`src/rtl/core/kce_pkg.sv`:
```
`timescale 1ns / 1ps
// ---------------------------------------------------------------------------
// kce_pkg
// Shared types and constants of the keypad code entry unit: words moved on
// the channels, configuration record, digit store command and message codes.
// ---------------------------------------------------------------------------
package kce_pkg;

    // default number of keys in one code
    localparam int KCE_CODE_LENGTH = 6;
    // bytes that fit in the packed code output
    localparam int KCE_CODE_BYTES  = 6;
    localparam int KCE_CODE_W      = 8 * KCE_CODE_BYTES;

    // configuration reset values
    localparam logic [31:0] KCE_TIMEOUT_RST = 32'd5000;
    localparam logic [7:0]  KCE_ERASE_RST   = 8'd35;   // '#'
    localparam logic [7:0]  KCE_ENTER_RST   = 8'd42;   // '*'

    // configuration register indexes
    localparam int          KCE_CFG_IDX_W   = 2;
    localparam logic [KCE_CFG_IDX_W-1:0] CFG_TIMEOUT_TICKS = 2'd0;
    localparam logic [KCE_CFG_IDX_W-1:0] CFG_ERASE_KEY     = 2'd1;
    localparam logic [KCE_CFG_IDX_W-1:0] CFG_ENTER_KEY     = 2'd2;

    // message codes
    localparam logic [2:0] MSG_IDLE       = 3'd0;
    localparam logic [2:0] MSG_DIGIT      = 3'd1;
    localparam logic [2:0] MSG_ERASE      = 3'd2;
    localparam logic [2:0] MSG_WELCOME    = 3'd3;
    localparam logic [2:0] MSG_INCOMPLETE = 3'd4;
    localparam logic [2:0] MSG_TIMEOUT    = 3'd5;

    typedef struct packed {
        logic [7:0]  key_code;
        logic [31:0] now_ticks;
    } t_in_word;

    typedef struct packed {
        logic [2:0]            message;
        logic                  send_pulse;
        logic [KCE_CODE_W-1:0] code_value;
        logic [2:0]            digits_entered;
    } t_out_word;

    typedef struct packed {
        logic [31:0] timeout_ticks;
        logic [7:0]  erase_key;
        logic [7:0]  enter_key;
    } t_cfg;

    // digit store command, already qualified by the processing strobe
    typedef struct packed {
        logic       clear;
        logic       wr_en;
        logic [7:0] wr_data;
    } t_store_cmd;

endpackage

```
`src/rtl/core/kce_in_if.sv`:
```
`timescale 1ns / 1ps
// ---------------------------------------------------------------------------
// kce_in_if
// Poll channel: one keypad poll word per handshake.
// ---------------------------------------------------------------------------
interface kce_in_if;
    logic        valid;
    logic        ready;
    logic [7:0]  key_code;
    logic [31:0] now_ticks;

    modport source (output valid, output key_code, output now_ticks, input ready);
    modport sink   (input valid, input key_code, input now_ticks, output ready);
endinterface

```
`src/rtl/core/kce_out_if.sv`:
```
`timescale 1ns / 1ps
// ---------------------------------------------------------------------------
// kce_out_if
// Result channel: one status word per handshake.
// ---------------------------------------------------------------------------
interface kce_out_if;
    logic        valid;
    logic        ready;
    logic [2:0]  message;
    logic        send_pulse;
    logic [47:0] code_value;
    logic [2:0]  digits_entered;

    modport source (output valid, output message, output send_pulse,
                    output code_value, output digits_entered, input ready);
    modport sink   (input valid, input message, input send_pulse,
                    input code_value, input digits_entered, output ready);
endinterface

```
`src/rtl/core/kce_cfg_regs.sv`:
```
`timescale 1ns / 1ps
// ---------------------------------------------------------------------------
// kce_cfg_regs
// Configuration registers: timeout limit, erase key and enter key.
// Writes to an index beyond the register list are dropped.
// ---------------------------------------------------------------------------
module kce_cfg_regs (
    input  logic                              i_clk,
    input  logic                              i_rst_n,
    input  logic                              i_cfg_wr_en,
    input  logic [kce_pkg::KCE_CFG_IDX_W-1:0] i_cfg_index,
    input  logic [31:0]                       i_cfg_wdata,
    output kce_pkg::t_cfg                     o_cfg
);
    import kce_pkg::*;

    t_cfg r_cfg;

    // register writes
    always_ff @(posedge i_clk) begin
        if (!i_rst_n) begin
            r_cfg.timeout_ticks <= KCE_TIMEOUT_RST;
            r_cfg.erase_key     <= KCE_ERASE_RST;
            r_cfg.enter_key     <= KCE_ENTER_RST;
        end else if (i_cfg_wr_en) begin
            unique case (i_cfg_index)
                CFG_TIMEOUT_TICKS: r_cfg.timeout_ticks <= i_cfg_wdata;
                CFG_ERASE_KEY:     r_cfg.erase_key     <= i_cfg_wdata[7:0];
                CFG_ENTER_KEY:     r_cfg.enter_key     <= i_cfg_wdata[7:0];
                default: ;
            endcase
        end
    end

    assign o_cfg = r_cfg;

endmodule

```
`src/rtl/core/kce_code_store.sv`:
```
`timescale 1ns / 1ps
// ---------------------------------------------------------------------------
// kce_code_store
// Register file of entered key bytes with one write port, a clear-all
// command and a packed view (first key in the low byte).
// ---------------------------------------------------------------------------
module kce_code_store #(
    parameter int CODE_LENGTH = kce_pkg::KCE_CODE_LENGTH,
    parameter int IDX_W       = (CODE_LENGTH > 1) ? $clog2(CODE_LENGTH) : 1
) (
    input  logic                           i_clk,
    input  logic                           i_rst_n,
    input  kce_pkg::t_store_cmd            i_cmd,
    input  logic [IDX_W-1:0]               i_wr_idx,
    output logic [kce_pkg::KCE_CODE_W-1:0] o_code
);
    import kce_pkg::*;

    logic [7:0] r_digit [CODE_LENGTH];

    // clear has priority over a write
    always_ff @(posedge i_clk) begin
        if (!i_rst_n || i_cmd.clear) begin
            for (int i = 0; i < CODE_LENGTH; i++) begin
                r_digit[i] <= '0;
            end
        end else if (i_cmd.wr_en) begin
            r_digit[i_wr_idx] <= i_cmd.wr_data;
        end
    end

    // packed view; bytes past the code length or the output width are zero
    for (genvar b = 0; b < KCE_CODE_BYTES; b++) begin : g_pack
        if (b < CODE_LENGTH) begin : g_used
            assign o_code[8*b +: 8] = r_digit[b];
        end else begin : g_unused
            assign o_code[8*b +: 8] = 8'h00;
        end
    end

endmodule

```
`src/rtl/core/kce_ctrl.sv`:
```
`timescale 1ns / 1ps
// ---------------------------------------------------------------------------
// kce_ctrl
// Entry state machine: digit count, last activity tick and phase. Builds the
// result word of the poll being processed and drives the digit store.
// ---------------------------------------------------------------------------
module kce_ctrl #(
    parameter int CODE_LENGTH = kce_pkg::KCE_CODE_LENGTH,
    parameter int IDX_W       = (CODE_LENGTH > 1) ? $clog2(CODE_LENGTH) : 1,
    parameter int DCNT_W      = $clog2(CODE_LENGTH + 1)
) (
    input  logic                          i_clk,
    input  logic                          i_rst_n,
    input  logic                          i_fire,
    input  kce_pkg::t_in_word             i_word,
    input  kce_pkg::t_cfg                 i_cfg,
    input  logic [kce_pkg::KCE_CODE_W-1:0] i_code,
    output kce_pkg::t_out_word            o_result,
    output kce_pkg::t_store_cmd           o_store_cmd,
    output logic [IDX_W-1:0]              o_store_idx
);
    import kce_pkg::*;

    typedef enum logic [2:0] {
        ST_WELCOME,
        ST_ENTRY,
        ST_CONFIRM,
        ST_SEND,
        ST_INCOMPLETE,
        ST_TIMEOUT
    } t_state;

    localparam logic [DCNT_W-1:0] CNT_FULL = DCNT_W'(CODE_LENGTH);

    t_state            r_state, n_state;
    logic [DCNT_W-1:0] r_count, n_count;
    logic [31:0]       r_last, n_last;

    logic [31:0]       elapsed;
    logic              timed_out;
    logic              key_none, key_erase, key_enter;
    logic [DCNT_W-1:0] cnt_inc, cnt_dec;
    logic [2:0]        msg;
    logic              send;
    logic              clear;
    logic              wr_en;
    logic [7:0]        wr_data;
    logic [DCNT_W-1:0] wr_pos;
    logic [KCE_CODE_W-1:0] code_out;

    // key decode and inactivity test
    assign key_none  = (i_word.key_code == 8'h00);
    assign key_erase = (i_word.key_code == i_cfg.erase_key);
    assign key_enter = (i_word.key_code == i_cfg.enter_key);
    assign elapsed   = i_word.now_ticks - r_last;
    assign timed_out = (elapsed >= i_cfg.timeout_ticks);
    assign cnt_inc   = r_count + 1'b1;
    assign cnt_dec   = r_count - 1'b1;

    // next state
    always_comb begin
        n_state = r_state;
        n_count = r_count;
        n_last  = r_last;
        msg     = MSG_IDLE;
        send    = 1'b0;
        clear   = 1'b0;
        wr_en   = 1'b0;
        wr_data = i_word.key_code;
        wr_pos  = r_count;
        unique case (r_state)
            ST_WELCOME: begin
                if (!key_none && !key_erase && !key_enter) begin
                    wr_en   = 1'b1;
                    wr_pos  = '0;
                    n_count = DCNT_W'(1);
                    n_last  = i_word.now_ticks;
                    n_state = (CODE_LENGTH <= 1) ? ST_CONFIRM : ST_ENTRY;
                    msg     = MSG_DIGIT;
                end
            end
            ST_ENTRY, ST_CONFIRM: begin
                priority if (timed_out) begin
                    n_state = ST_TIMEOUT;
                    msg     = MSG_TIMEOUT;
                end else if (key_none) begin
                    msg = MSG_IDLE;
                end else if (key_erase) begin
                    // drop the last digit
                    wr_en   = 1'b1;
                    wr_data = 8'h00;
                    wr_pos  = cnt_dec;
                    n_count = cnt_dec;
                    n_last  = i_word.now_ticks;
                    n_state = (cnt_dec == '0) ? ST_WELCOME : ST_ENTRY;
                    msg     = (cnt_dec == '0) ? MSG_WELCOME : MSG_ERASE;
                end else if (key_enter) begin
                    if (r_state == ST_CONFIRM) begin
                        n_state = ST_SEND;
                    end else begin
                        n_state = ST_INCOMPLETE;
                        msg     = MSG_INCOMPLETE;
                    end
                end else if (r_state == ST_ENTRY) begin
                    wr_en   = 1'b1;
                    n_count = cnt_inc;
                    n_last  = i_word.now_ticks;
                    n_state = (cnt_inc == CNT_FULL) ? ST_CONFIRM : ST_ENTRY;
                    msg     = MSG_DIGIT;
                end else begin
                    // digit with a full code is ignored
                    msg = MSG_IDLE;
                end
            end
            ST_SEND: begin
                send    = 1'b1;
                clear   = 1'b1;
                n_count = '0;
                n_state = ST_WELCOME;
                msg     = MSG_WELCOME;
            end
            ST_INCOMPLETE, ST_TIMEOUT: begin
                clear   = 1'b1;
                n_count = '0;
                n_state = ST_WELCOME;
                msg     = MSG_WELCOME;
            end
            default: begin
                n_state = ST_WELCOME;
            end
        endcase
    end

    // code shown with this result: the store after this poll's update,
    // except on the send step, which shows the code before it is cleared
    always_comb begin
        code_out = i_code;
        if (send) begin
            code_out = i_code;
        end else if (clear) begin
            code_out = '0;
        end else if (wr_en) begin
            for (int b = 0; b < KCE_CODE_BYTES; b++) begin
                if (int'(wr_pos) == b) begin
                    code_out[8*b +: 8] = wr_data;
                end
            end
        end
    end

    assign o_result.message        = msg;
    assign o_result.send_pulse     = send;
    assign o_result.code_value     = code_out;
    assign o_result.digits_entered = 3'(n_count);

    assign o_store_cmd.clear   = clear & i_fire;
    assign o_store_cmd.wr_en   = wr_en & i_fire;
    assign o_store_cmd.wr_data = wr_data;
    assign o_store_idx         = wr_pos[IDX_W-1:0];

    // state registers
    always_ff @(posedge i_clk) begin
        if (!i_rst_n) begin
            r_state <= ST_WELCOME;
            r_count <= '0;
            r_last  <= '0;
        end else if (i_fire) begin
            r_state <= n_state;
            r_count <= n_count;
            r_last  <= n_last;
        end
    end

    // count never passes the code length
    a_count_bound: assert property (@(posedge i_clk) disable iff (!i_rst_n)
        r_count <= CNT_FULL)
        else $error("digit count above code length");

    // welcome means an empty code
    a_welcome_empty: assert property (@(posedge i_clk) disable iff (!i_rst_n)
        (r_state == ST_WELCOME) |-> (r_count == '0))
        else $error("digits held in welcome state");

    // confirmation and send hold a full code
    a_confirm_full: assert property (@(posedge i_clk) disable iff (!i_rst_n)
        (r_state == ST_CONFIRM || r_state == ST_SEND) |-> (r_count == CNT_FULL))
        else $error("confirmation without a full code");

endmodule

```
`src/rtl/core/keypad_code_entry_fsm_unit.sv`:
```
`timescale 1ns / 1ps
// ---------------------------------------------------------------------------
// keypad_code_entry_fsm_unit
// Keypad code entry: collects a fixed-length key code from keypad polls,
// with erase and enter keys, inactivity timeout and a send step.
// ---------------------------------------------------------------------------
//  channel  dir  handshake      word
//  i_in     in   valid/ready    key_code[7:0], now_ticks[31:0]
//  o_out    out  valid/ready    message[2:0], send_pulse, code_value[47:0],
//                               digits_entered[2:0]
//  cfg      in   i_cfg_wr_en    i_cfg_index[1:0], i_cfg_wdata[31:0]
//
//  One poll per cycle sustained while o_out is not stalled; each poll's
//  result word goes through the input register, then the result register.
//  The state update for a poll happens as it moves from the input register
//  into the result register.
//  Synchronous active-low reset; the digit store clears with it, no sweep.
//  A stalled result holds its register; the input side keeps taking polls
//  until the input register is also full.
// ---------------------------------------------------------------------------
module keypad_code_entry_fsm_unit #(
    parameter int CODE_LENGTH = kce_pkg::KCE_CODE_LENGTH
) (
    input  logic                              i_clk,
    input  logic                              i_rst_n,
    kce_in_if.sink                            i_in,
    kce_out_if.source                         o_out,
    input  logic                              i_cfg_wr_en,
    input  logic [kce_pkg::KCE_CFG_IDX_W-1:0] i_cfg_index,
    input  logic [31:0]                       i_cfg_wdata
);
    import kce_pkg::*;

    localparam int IDX_W  = (CODE_LENGTH > 1) ? $clog2(CODE_LENGTH) : 1;
    localparam int DCNT_W = $clog2(CODE_LENGTH + 1);

    logic       r_in_valid;
    t_in_word   r_in_word;
    logic       r_out_valid;
    t_out_word  r_out_word;

    logic       out_load;
    logic       fire;
    logic       in_accept;

    t_cfg                  cfg;
    t_out_word             result;
    t_store_cmd            store_cmd;
    logic [IDX_W-1:0]      store_idx;
    logic [KCE_CODE_W-1:0] code;

    // pipeline handshake
    assign out_load   = !r_out_valid || o_out.ready;
    assign fire       = r_in_valid && out_load;
    assign i_in.ready = !r_in_valid || out_load;
    assign in_accept  = i_in.valid && i_in.ready;

    // input register
    always_ff @(posedge i_clk) begin
        if (!i_rst_n) begin
            r_in_valid <= 1'b0;
        end else if (i_in.ready) begin
            r_in_valid <= i_in.valid;
        end
    end

    always_ff @(posedge i_clk) begin
        if (in_accept) begin
            r_in_word.key_code  <= i_in.key_code;
            r_in_word.now_ticks <= i_in.now_ticks;
        end
    end

    // result register
    always_ff @(posedge i_clk) begin
        if (!i_rst_n) begin
            r_out_valid <= 1'b0;
        end else if (out_load) begin
            r_out_valid <= fire;
        end
    end

    always_ff @(posedge i_clk) begin
        if (fire) begin
            r_out_word <= result;
        end
    end

    assign o_out.valid          = r_out_valid;
    assign o_out.message        = r_out_word.message;
    assign o_out.send_pulse     = r_out_word.send_pulse;
    assign o_out.code_value     = r_out_word.code_value;
    assign o_out.digits_entered = r_out_word.digits_entered;

    kce_cfg_regs u_cfg (
        .i_clk       (i_clk),
        .i_rst_n     (i_rst_n),
        .i_cfg_wr_en (i_cfg_wr_en),
        .i_cfg_index (i_cfg_index),
        .i_cfg_wdata (i_cfg_wdata),
        .o_cfg       (cfg)
    );

    kce_code_store #(
        .CODE_LENGTH (CODE_LENGTH),
        .IDX_W       (IDX_W)
    ) u_store (
        .i_clk    (i_clk),
        .i_rst_n  (i_rst_n),
        .i_cmd    (store_cmd),
        .i_wr_idx (store_idx),
        .o_code   (code)
    );

    kce_ctrl #(
        .CODE_LENGTH (CODE_LENGTH),
        .IDX_W       (IDX_W),
        .DCNT_W      (DCNT_W)
    ) u_ctrl (
        .i_clk       (i_clk),
        .i_rst_n     (i_rst_n),
        .i_fire      (fire),
        .i_word      (r_in_word),
        .i_cfg       (cfg),
        .i_code      (code),
        .o_result    (result),
        .o_store_cmd (store_cmd),
        .o_store_idx (store_idx)
    );

    // a processed poll always lands in the result register
    a_fire_lands: assert property (@(posedge i_clk) disable iff (!i_rst_n)
        fire |=> r_out_valid)
        else $error("processed poll lost");

    // a full pipeline with a stalled result takes no new poll
    a_full_stall: assert property (@(posedge i_clk) disable iff (!i_rst_n)
        (r_in_valid && r_out_valid && !o_out.ready) |-> !i_in.ready)
        else $error("poll taken while pipeline full");

endmodule
```
`src/flat_wrapper.sv`:
```
// flat-port wrapper written by rule: the top's interface ports become plain ports
module keypad_code_entry_fsm_unit_flat import kce_pkg::*;
#(
    parameter int CODE_LENGTH = kce_pkg::KCE_CODE_LENGTH
)
  (i_clk, i_rst_n, i_cfg_wr_en, i_cfg_index, i_cfg_wdata, i_in_valid, i_in_key_code, i_in_now_ticks, i_in_ready, o_out_valid, o_out_message, o_out_send_pulse, o_out_code_value, o_out_digits_entered, o_out_ready);
  kce_in_if i_in_i ();
  kce_out_if o_out_i ();
  input  logic i_clk;
  input  logic i_rst_n;
  input  logic i_cfg_wr_en;
  input  logic [kce_pkg::KCE_CFG_IDX_W-1:0] i_cfg_index;
  input  logic [31:0] i_cfg_wdata;
  input wire logic [$bits(i_in_i.valid)-1:0] i_in_valid;
  input wire logic [$bits(i_in_i.key_code)-1:0] i_in_key_code;
  input wire logic [$bits(i_in_i.now_ticks)-1:0] i_in_now_ticks;
  output wire logic [$bits(i_in_i.ready)-1:0] i_in_ready;
  output wire logic [$bits(o_out_i.valid)-1:0] o_out_valid;
  output wire logic [$bits(o_out_i.message)-1:0] o_out_message;
  output wire logic [$bits(o_out_i.send_pulse)-1:0] o_out_send_pulse;
  output wire logic [$bits(o_out_i.code_value)-1:0] o_out_code_value;
  output wire logic [$bits(o_out_i.digits_entered)-1:0] o_out_digits_entered;
  input wire logic [$bits(o_out_i.ready)-1:0] o_out_ready;
  assign i_in_i.valid = i_in_valid;
  assign i_in_i.key_code = i_in_key_code;
  assign i_in_i.now_ticks = i_in_now_ticks;
  assign i_in_ready = i_in_i.ready;
  assign o_out_valid = o_out_i.valid;
  assign o_out_message = o_out_i.message;
  assign o_out_send_pulse = o_out_i.send_pulse;
  assign o_out_code_value = o_out_i.code_value;
  assign o_out_digits_entered = o_out_i.digits_entered;
  assign o_out_i.ready = o_out_ready;
  keypad_code_entry_fsm_unit #(.CODE_LENGTH(CODE_LENGTH)) u_core (.i_clk(i_clk), .i_rst_n(i_rst_n), .i_in(i_in_i), .o_out(o_out_i), .i_cfg_wr_en(i_cfg_wr_en), .i_cfg_index(i_cfg_index), .i_cfg_wdata(i_cfg_wdata));
endmodule
```
`config.mk`:
```
export PLATFORM = sky130hd
export DESIGN_NAME = keypad_code_entry_fsm_unit_flat
export DESIGN_NICKNAME = d
export VERILOG_FILES = /design/src/rtl/core/kce_pkg.sv /design/src/rtl/core/kce_in_if.sv /design/src/rtl/core/kce_out_if.sv /design/src/rtl/core/kce_cfg_regs.sv /design/src/rtl/core/kce_code_store.sv /design/src/rtl/core/kce_ctrl.sv /design/src/rtl/core/keypad_code_entry_fsm_unit.sv /design/src/flat_wrapper.sv
export SDC_FILE = /design/constraint.sdc
export NUM_CORES = 1
export LEC_CHECK = 0
export BUFFER_PORTS_ARGS = -buffer_cell sky130_fd_sc_hd__buf_2
export CAP_MARGIN = 10
export CORE_ASPECT_RATIO = 0.9
export CORE_MARGIN = 2
export CORE_UTILIZATION = 45
export DETAILED_ROUTE_END_ITERATION = 7
export GPL_TIMING_DRIVEN = 0
export PLACE_DENSITY = 0.61
export SYNTH_ARGS = -nofsm -noshare
export SYNTH_HDL_FRONTEND = slang
export SYNTH_SLANG_ARGS = --single-unit
```
`constraint.sdc`:
```
create_clock -name i_clk -period 12.7 [get_ports i_clk]
set_input_delay 1.27 -clock i_clk [delete_from_list [all_inputs] [get_ports i_clk]]
set_output_delay 1.27 -clock i_clk [all_outputs]
set_load 0.03 [all_outputs]
```
After elaboration in Yosys (flattened, before gate mapping)
Memory sizes are Yosys's and may differ from the RTL's.
Cells that the tools add are included.
{"block": "word_totals", "in_bits": 79, "n_memories": 1, "ff_bits": 183, "mem_bits_rw": 48, "out_inout_bits": 57}
{"name": "u_core.u_store.r_digit", "depth": 6, "width": 8, "rd": 6, "rd_clocked_by_memory_dff": 0, "write_ports": 6, "line": "kce_code_store.sv:19", "text": "logic [7:0] r_digit [CODE_LENGTH];"}
{"block": "classes", "n_lt_le_gt_ge": 1, "mux": 68, "n_eq_ne": 22, "bitwise_logic": 2, "n_addsub": 3, "reduce_logical": 27}
{"op": "32-bit two-way mux", "count": 6}
{"op": "48-bit two-way mux", "count": 3}
{"op": "8-bit two-way mux", "count": 11}
{"op": "3-bit two-way mux", "count": 23}
{"op": "32-bit case mux with 2 select lines", "count": 1}
{"op": "32-bit greater-or-equal comparator", "count": 1}
{"op": "32-bit subtractor", "count": 1}
{"op": "3-bit == test, second input constant", "count": 7}
{"op": "1-bit two-way mux", "count": 18}
{"op": "3-bit case mux with 3 select lines", "count": 2}
{"op": "8-bit == test", "count": 2}
{"op": "3-bit case mux with 2 select lines", "count": 2}
{"op": "3-bit by 2-bit == test with 1-bit output, second input constant", "count": 3}
{"op": "3-bit zero test", "count": 3}
{"op": "3-bit inequality test, second input constant", "count": 3}
{"op": "8-bit zero test", "count": 1}
{"op": "8-bit OR reduction", "count": 1}
{"op": "7-bit AND reduction", "count": 1}
{"op": "1-bit zero test", "count": 6}
{"op": "2-bit inequality test, second input constant", "count": 3}
{"op": "2-bit AND reduction", "count": 3}
{"op": "5-bit inequality test, second input constant", "count": 1}
{"op": "1-bit logical AND", "count": 4}
{"op": "4-bit AND reduction", "count": 1}
{"op": "13 further kinds", "count": 16}

Depth between registers and ports, before layout
{"block": "depth", "word_depth": 13, "mapped_depth": 28, "ltp_nobuf": 25}

Hierarchy
A second synthesis with hierarchy kept.
{"block": "unflattened", "cells_unflattened": 1325, "hier_area_um2": 12756.0}
{"module": "kce_ctrl", "seq_area_each_um2": 760.7, "n_inst": 1, "cells_per_inst": 897, "area_each_um2": 6045.8}
{"module": "keypad_code_entry_fsm_unit", "seq_area_each_um2": 2892.8, "n_inst": 1, "cells_per_inst": 104, "area_each_um2": 2956.6}
{"module": "kce_cfg_regs", "seq_area_each_um2": 960.9, "n_inst": 1, "cells_per_inst": 200, "area_each_um2": 1930.6}
{"module": "kce_code_store", "seq_area_each_um2": 1441.4, "n_inst": 1, "cells_per_inst": 124, "area_each_um2": 1823.0}

Least setup slack after synthesis
OpenSTA, ideal clock, no wires.
{"block": "synth_path", "path_type": "reg-to-reg", "from": "register u_core.r_in_word[0] (netlist bit)", "to": "memory u_core.u_store.r_digit[4][0], enable pin", "required_ns": 12.400, "stages_incl_launch_ff": 28, "arrival_ns": 5.394, "synth_period_minus_slack_ns": 5.695, "setup_slack_ns": 7.005, "cell_sequence": "edfxtp_1 > inv_1 > ha_1 > inv_1 > fa_1 > a211oi_1 > nor2_1 > o211ai_1 > o221ai_1 > a31o_2 > a21o_1 > o2111ai_1 > nand2_1 > a311oi_1 > xnor2_1 > ha_1 > nand4_1 > nor4_1 > and3_4 > a21oi_4 > a32o_1 > buf_4 > and2_1 > buf_6 > and3_1 > clkbuf_1 > nand3_1 > nand2_1"}
{"element": "start: declaration", "line": "keypad_code_entry_fsm_unit.sv:38", "text": "t_in_word r_in_word;"}
{"element": "end: declaration", "line": "kce_code_store.sv:19"}

==> out/metrics.cfg <==
[status]
outcome = finished clean

[clock_tree]
clock-sinks = 231
cts_tree = built
post-cts-setup-buffers = 0
htree_levels = 1
hold_buffers = 0
clockBufferDepth = 3
worstSkewPairLatency_ns = 0.54
root_buffer = clkbuf_16
cts_buffers = 25
ctsResizeCount = 0
clkTransAtPathRegs_ns = 0.06

[timing]
clock-skew-final_ns = 0.0199
worstMarginPinSlew_ns = 1.10
rsz0062_at_grt = no
hold_viol_final = 0
setup_viol = 0
min_period_ns = 6.76
fin_crit_sh = 0.532
finalSetupTns_ns = 0
max_freq_mhz = 148
slew_headroom = 0.268
maxSlewViolCount = 0

[logic_synthesis]
ys_seq_area_frac = 0.520
synth_edf_count = 143
synthFlopType = edfxtp_1
synth_top_cell_by_area = edfxtp_1
synth_area_leaders = edfxtp_1 (37%), dfxtp_1 (15%), ha_1 (7.1%)
syn_nets = 1279
syn_avg_cell_area_um2 = 10.3
yosys-top-cells-count = nand2_1 (202), edfxtp_1 (143), dfxtp_1 (88)
ys_ff_latch = 231
synth_area_um2 = 11600
yosysWarnings = 0
ys_types = 65
yosysMostFrequentCell = nand2_1
synth.top_cell.area_share = 0.369
ys_async_sr_fraction = 0
postSynthCellCount = 1133

[detailed_routing]
routedWlPerCell_um = 16.4
drtAntennaViolNets = 0
drc = 0
drt_iter0_drc = 597
wirelength_um = 27100
num_vias = 8639
avgViaCountPerCell = 5.21
drtPass1Iterations = 5

[cells_and_area]
syn_to_final_growth_pct = 17.2
nFillCells = 2393
drive_above_1_share = 0.165
finalNetCount = 1442
utilization = 0.539
n_antenna_cell = 0

[min_path]
holdCritPathClass = flip-flop to flip-flop

[placed_design]
port_buffers = 134
post-dp-hpwl_um = 19700
gp_congestion = 0.891

[grt]
grt_use_total = 0.202
grt_pass1_wl_um = 44000
grt_pass1_vias = 8357
grt_max_degree = 38
use_met2 = 0.316
antenna_found_initial = 1
met1_usage = 0.294
met3_usage = 0.0294
grt.overflow.total = 0
grt_busiest_layer = met2

[worst_setup_path]
crit_arrival_ns = 7.00
worst-path-max-fanout = 9
critPathKind = flip-flop to flip-flop
endpoint_kind = flip-flop
cp.required_ns = 12.94
start_kind = flip-flop

[floorplan]
ios = 136
fp.dieH_um = 157
placementRows = 55
core_um2 = 25300
die_area_um2 = 27200
fp.dieW_um = 174
start_util = 0.460

[power_and_ir_drop]
vdd_drop_max_mv = 0.0825
leakagePower_nw = 5.22
cellPowerDensity_nw_per_um2 = 139

[job]
drv_cap = 0

-- cell usage in the layout (no fill, tap or decap), types with 4 or more instances in the layout --
cell       netlist  final
nand3_1         12     12
o21a_1          11     11
edfxtp_1       143    143
nand4_2          4      4
nor2_1          60     60
nor2b_1         16     16
and2_1           6      5
a21oi_1         37     37
nand2_1        202    202
a21o_1          25     25
inv_1           73     72
o2bb2ai_1       48     48
nor3_1          30     30
o21ai_0         26     26
clkbuf_1        45     47
xor2_1          20     20
o211ai_1        13     13
nor4_1           5      5
nand4_1          7      7
nor3_2           8      8
clkbuf_16        0     26
nand2b_1         4      4
dfxtp_1         88     88
and3_1           6      6
ha_1            66     66
clkinv_2         0      4
clkbuf_8         0      6
xnor2_1         27     27
a21boi_0        67     67
a211oi_1        11     11
buf_2            5    139
mux2i_1         10     10
-- layer usage --
metal | vias up | share of wire
met5 | - | 0
met4 | 0 | 0.025
met2 | 224 | 0.43
met1 | 3999 | 0.50
li1 | 4369 | -
met3 | 47 | 0.050
-- logic make-up (layout without fill, tap and decap cells) --
family / count (synthesis) / count (layout) / share of synthesized area
buffers and inverters: 127 / 309 / 0.0424
muxes: 10 / 10 / 0.00859
and+or+nand+nor: 379 / 379 / 0.150
adders and majority gates: 67 / 67 / 0.0726
AOI/OAI and AO/OA: 272 / 272 / 0.171
xor gates and xnor gates: 47 / 47 / 0.0353
DFF: 231 / 231 / 0.520
-- critical path, stage by stage (launching register included) --
cell and delay, ns:
edfxtp_1 0.41, inv_1 0.08, ha_1 0.16, inv_1 0.06, fa_1 0.49, a211oi_1 0.23, nor2_1 0.13, o211ai_1 0.37
o221ai_1 0.20, a31o_2 0.26, a21o_1 0.22, o2111ai_1 0.27, nand2_1 0.13, a311oi_1 0.35, xnor2_1 0.11, ha_1 0.30
nand4_1 0.14, nor4_1 0.39, and3_4 0.31, a21oi_2 0.09, o21bai_1 0.28, a21o_1 0.16, clkbuf_1 0.26, nand4b_1 0.44
a21o_1 0.30, buf_2 0.17, o2bb2ai_1 0.16
-- stage by stage --
stage	hold WS (ns)	setup WS, ns	area [um2]	power [mW]	cells
2_1_floorplan	0.443	7.01	11600	1.08	1133
3_3_place_gp	0.450	6.01	12700	1.16	1609
3_5_place_dp	0.458	6.04	12800	1.17	1611
4_1_cts	0.466	5.98	13700	1.92	1657
5_1_grt	0.486	5.47	13700	1.99	1657
6_report	0.461	5.94	13700	1.90	1657
-- power breakdown --
| group | total, mW | switching [mW] | internal, mW |
|---|---|---|---|
| Clock | 0.750 | 0.300 | 0.451 |
| Sequential | 0.853 | 0.0165 | 0.837 |
| Combinational | 0.300 | 0.184 | 0.116 |
| Total | 1.90 | 0.500 | 1.40 |
-- flip-flops by register name, indices dropped and copies added, names as in the netlist --
register,flops
u_core.r_in_valid,1
u_core.o_out.digits_entered,3
u_core.u_ctrl.r_last,32
u_core.o_out.message,3
u_core.o_out.valid,1
u_core.u_ctrl.r_state,3
u_core.u_store.r_digit,48
u_core.u_ctrl.r_count,3
u_core.o_out.send_pulse,1
u_core.r_in_word,40
u_core.o_out.code_value,48
u_core.u_cfg.o_cfg,48
-- final cells by class --
type | instances | area (um2) | share of cell area
plain buffers | 54 | 220 | 0.0161
clock buffers | 35 | 746 | 0.0546
clock inverters | 11 | 116 | 0.00852
inverters | 73 | 274 | 0.0201
multi-input cells | 775 | 5100 | 0.374
flip-flops and latches | 231 | 6060 | 0.443
well taps | 342 | 428 | 0.0313
repair buffers | 136 | 711 | 0.0520
-- worst paths after layout --
path | from | to | slack (ns) | depth (start not counted)
min | u_core.u_cfg.o_cfg[27] | u_core.u_cfg.o_cfg[27] | 0.46 | 2
max | u_core.r_in_word[0] | u_core.o_out.code_value[25] | 5.94 | 26
min reg2reg | u_core.u_cfg.o_cfg[27] | u_core.u_cfg.o_cfg[27] | 0.46 | 2
max reg2reg | u_core.r_in_word[0] | u_core.o_out.code_value[25] | 5.94 | 26
(Power assumes the default switching activity.)
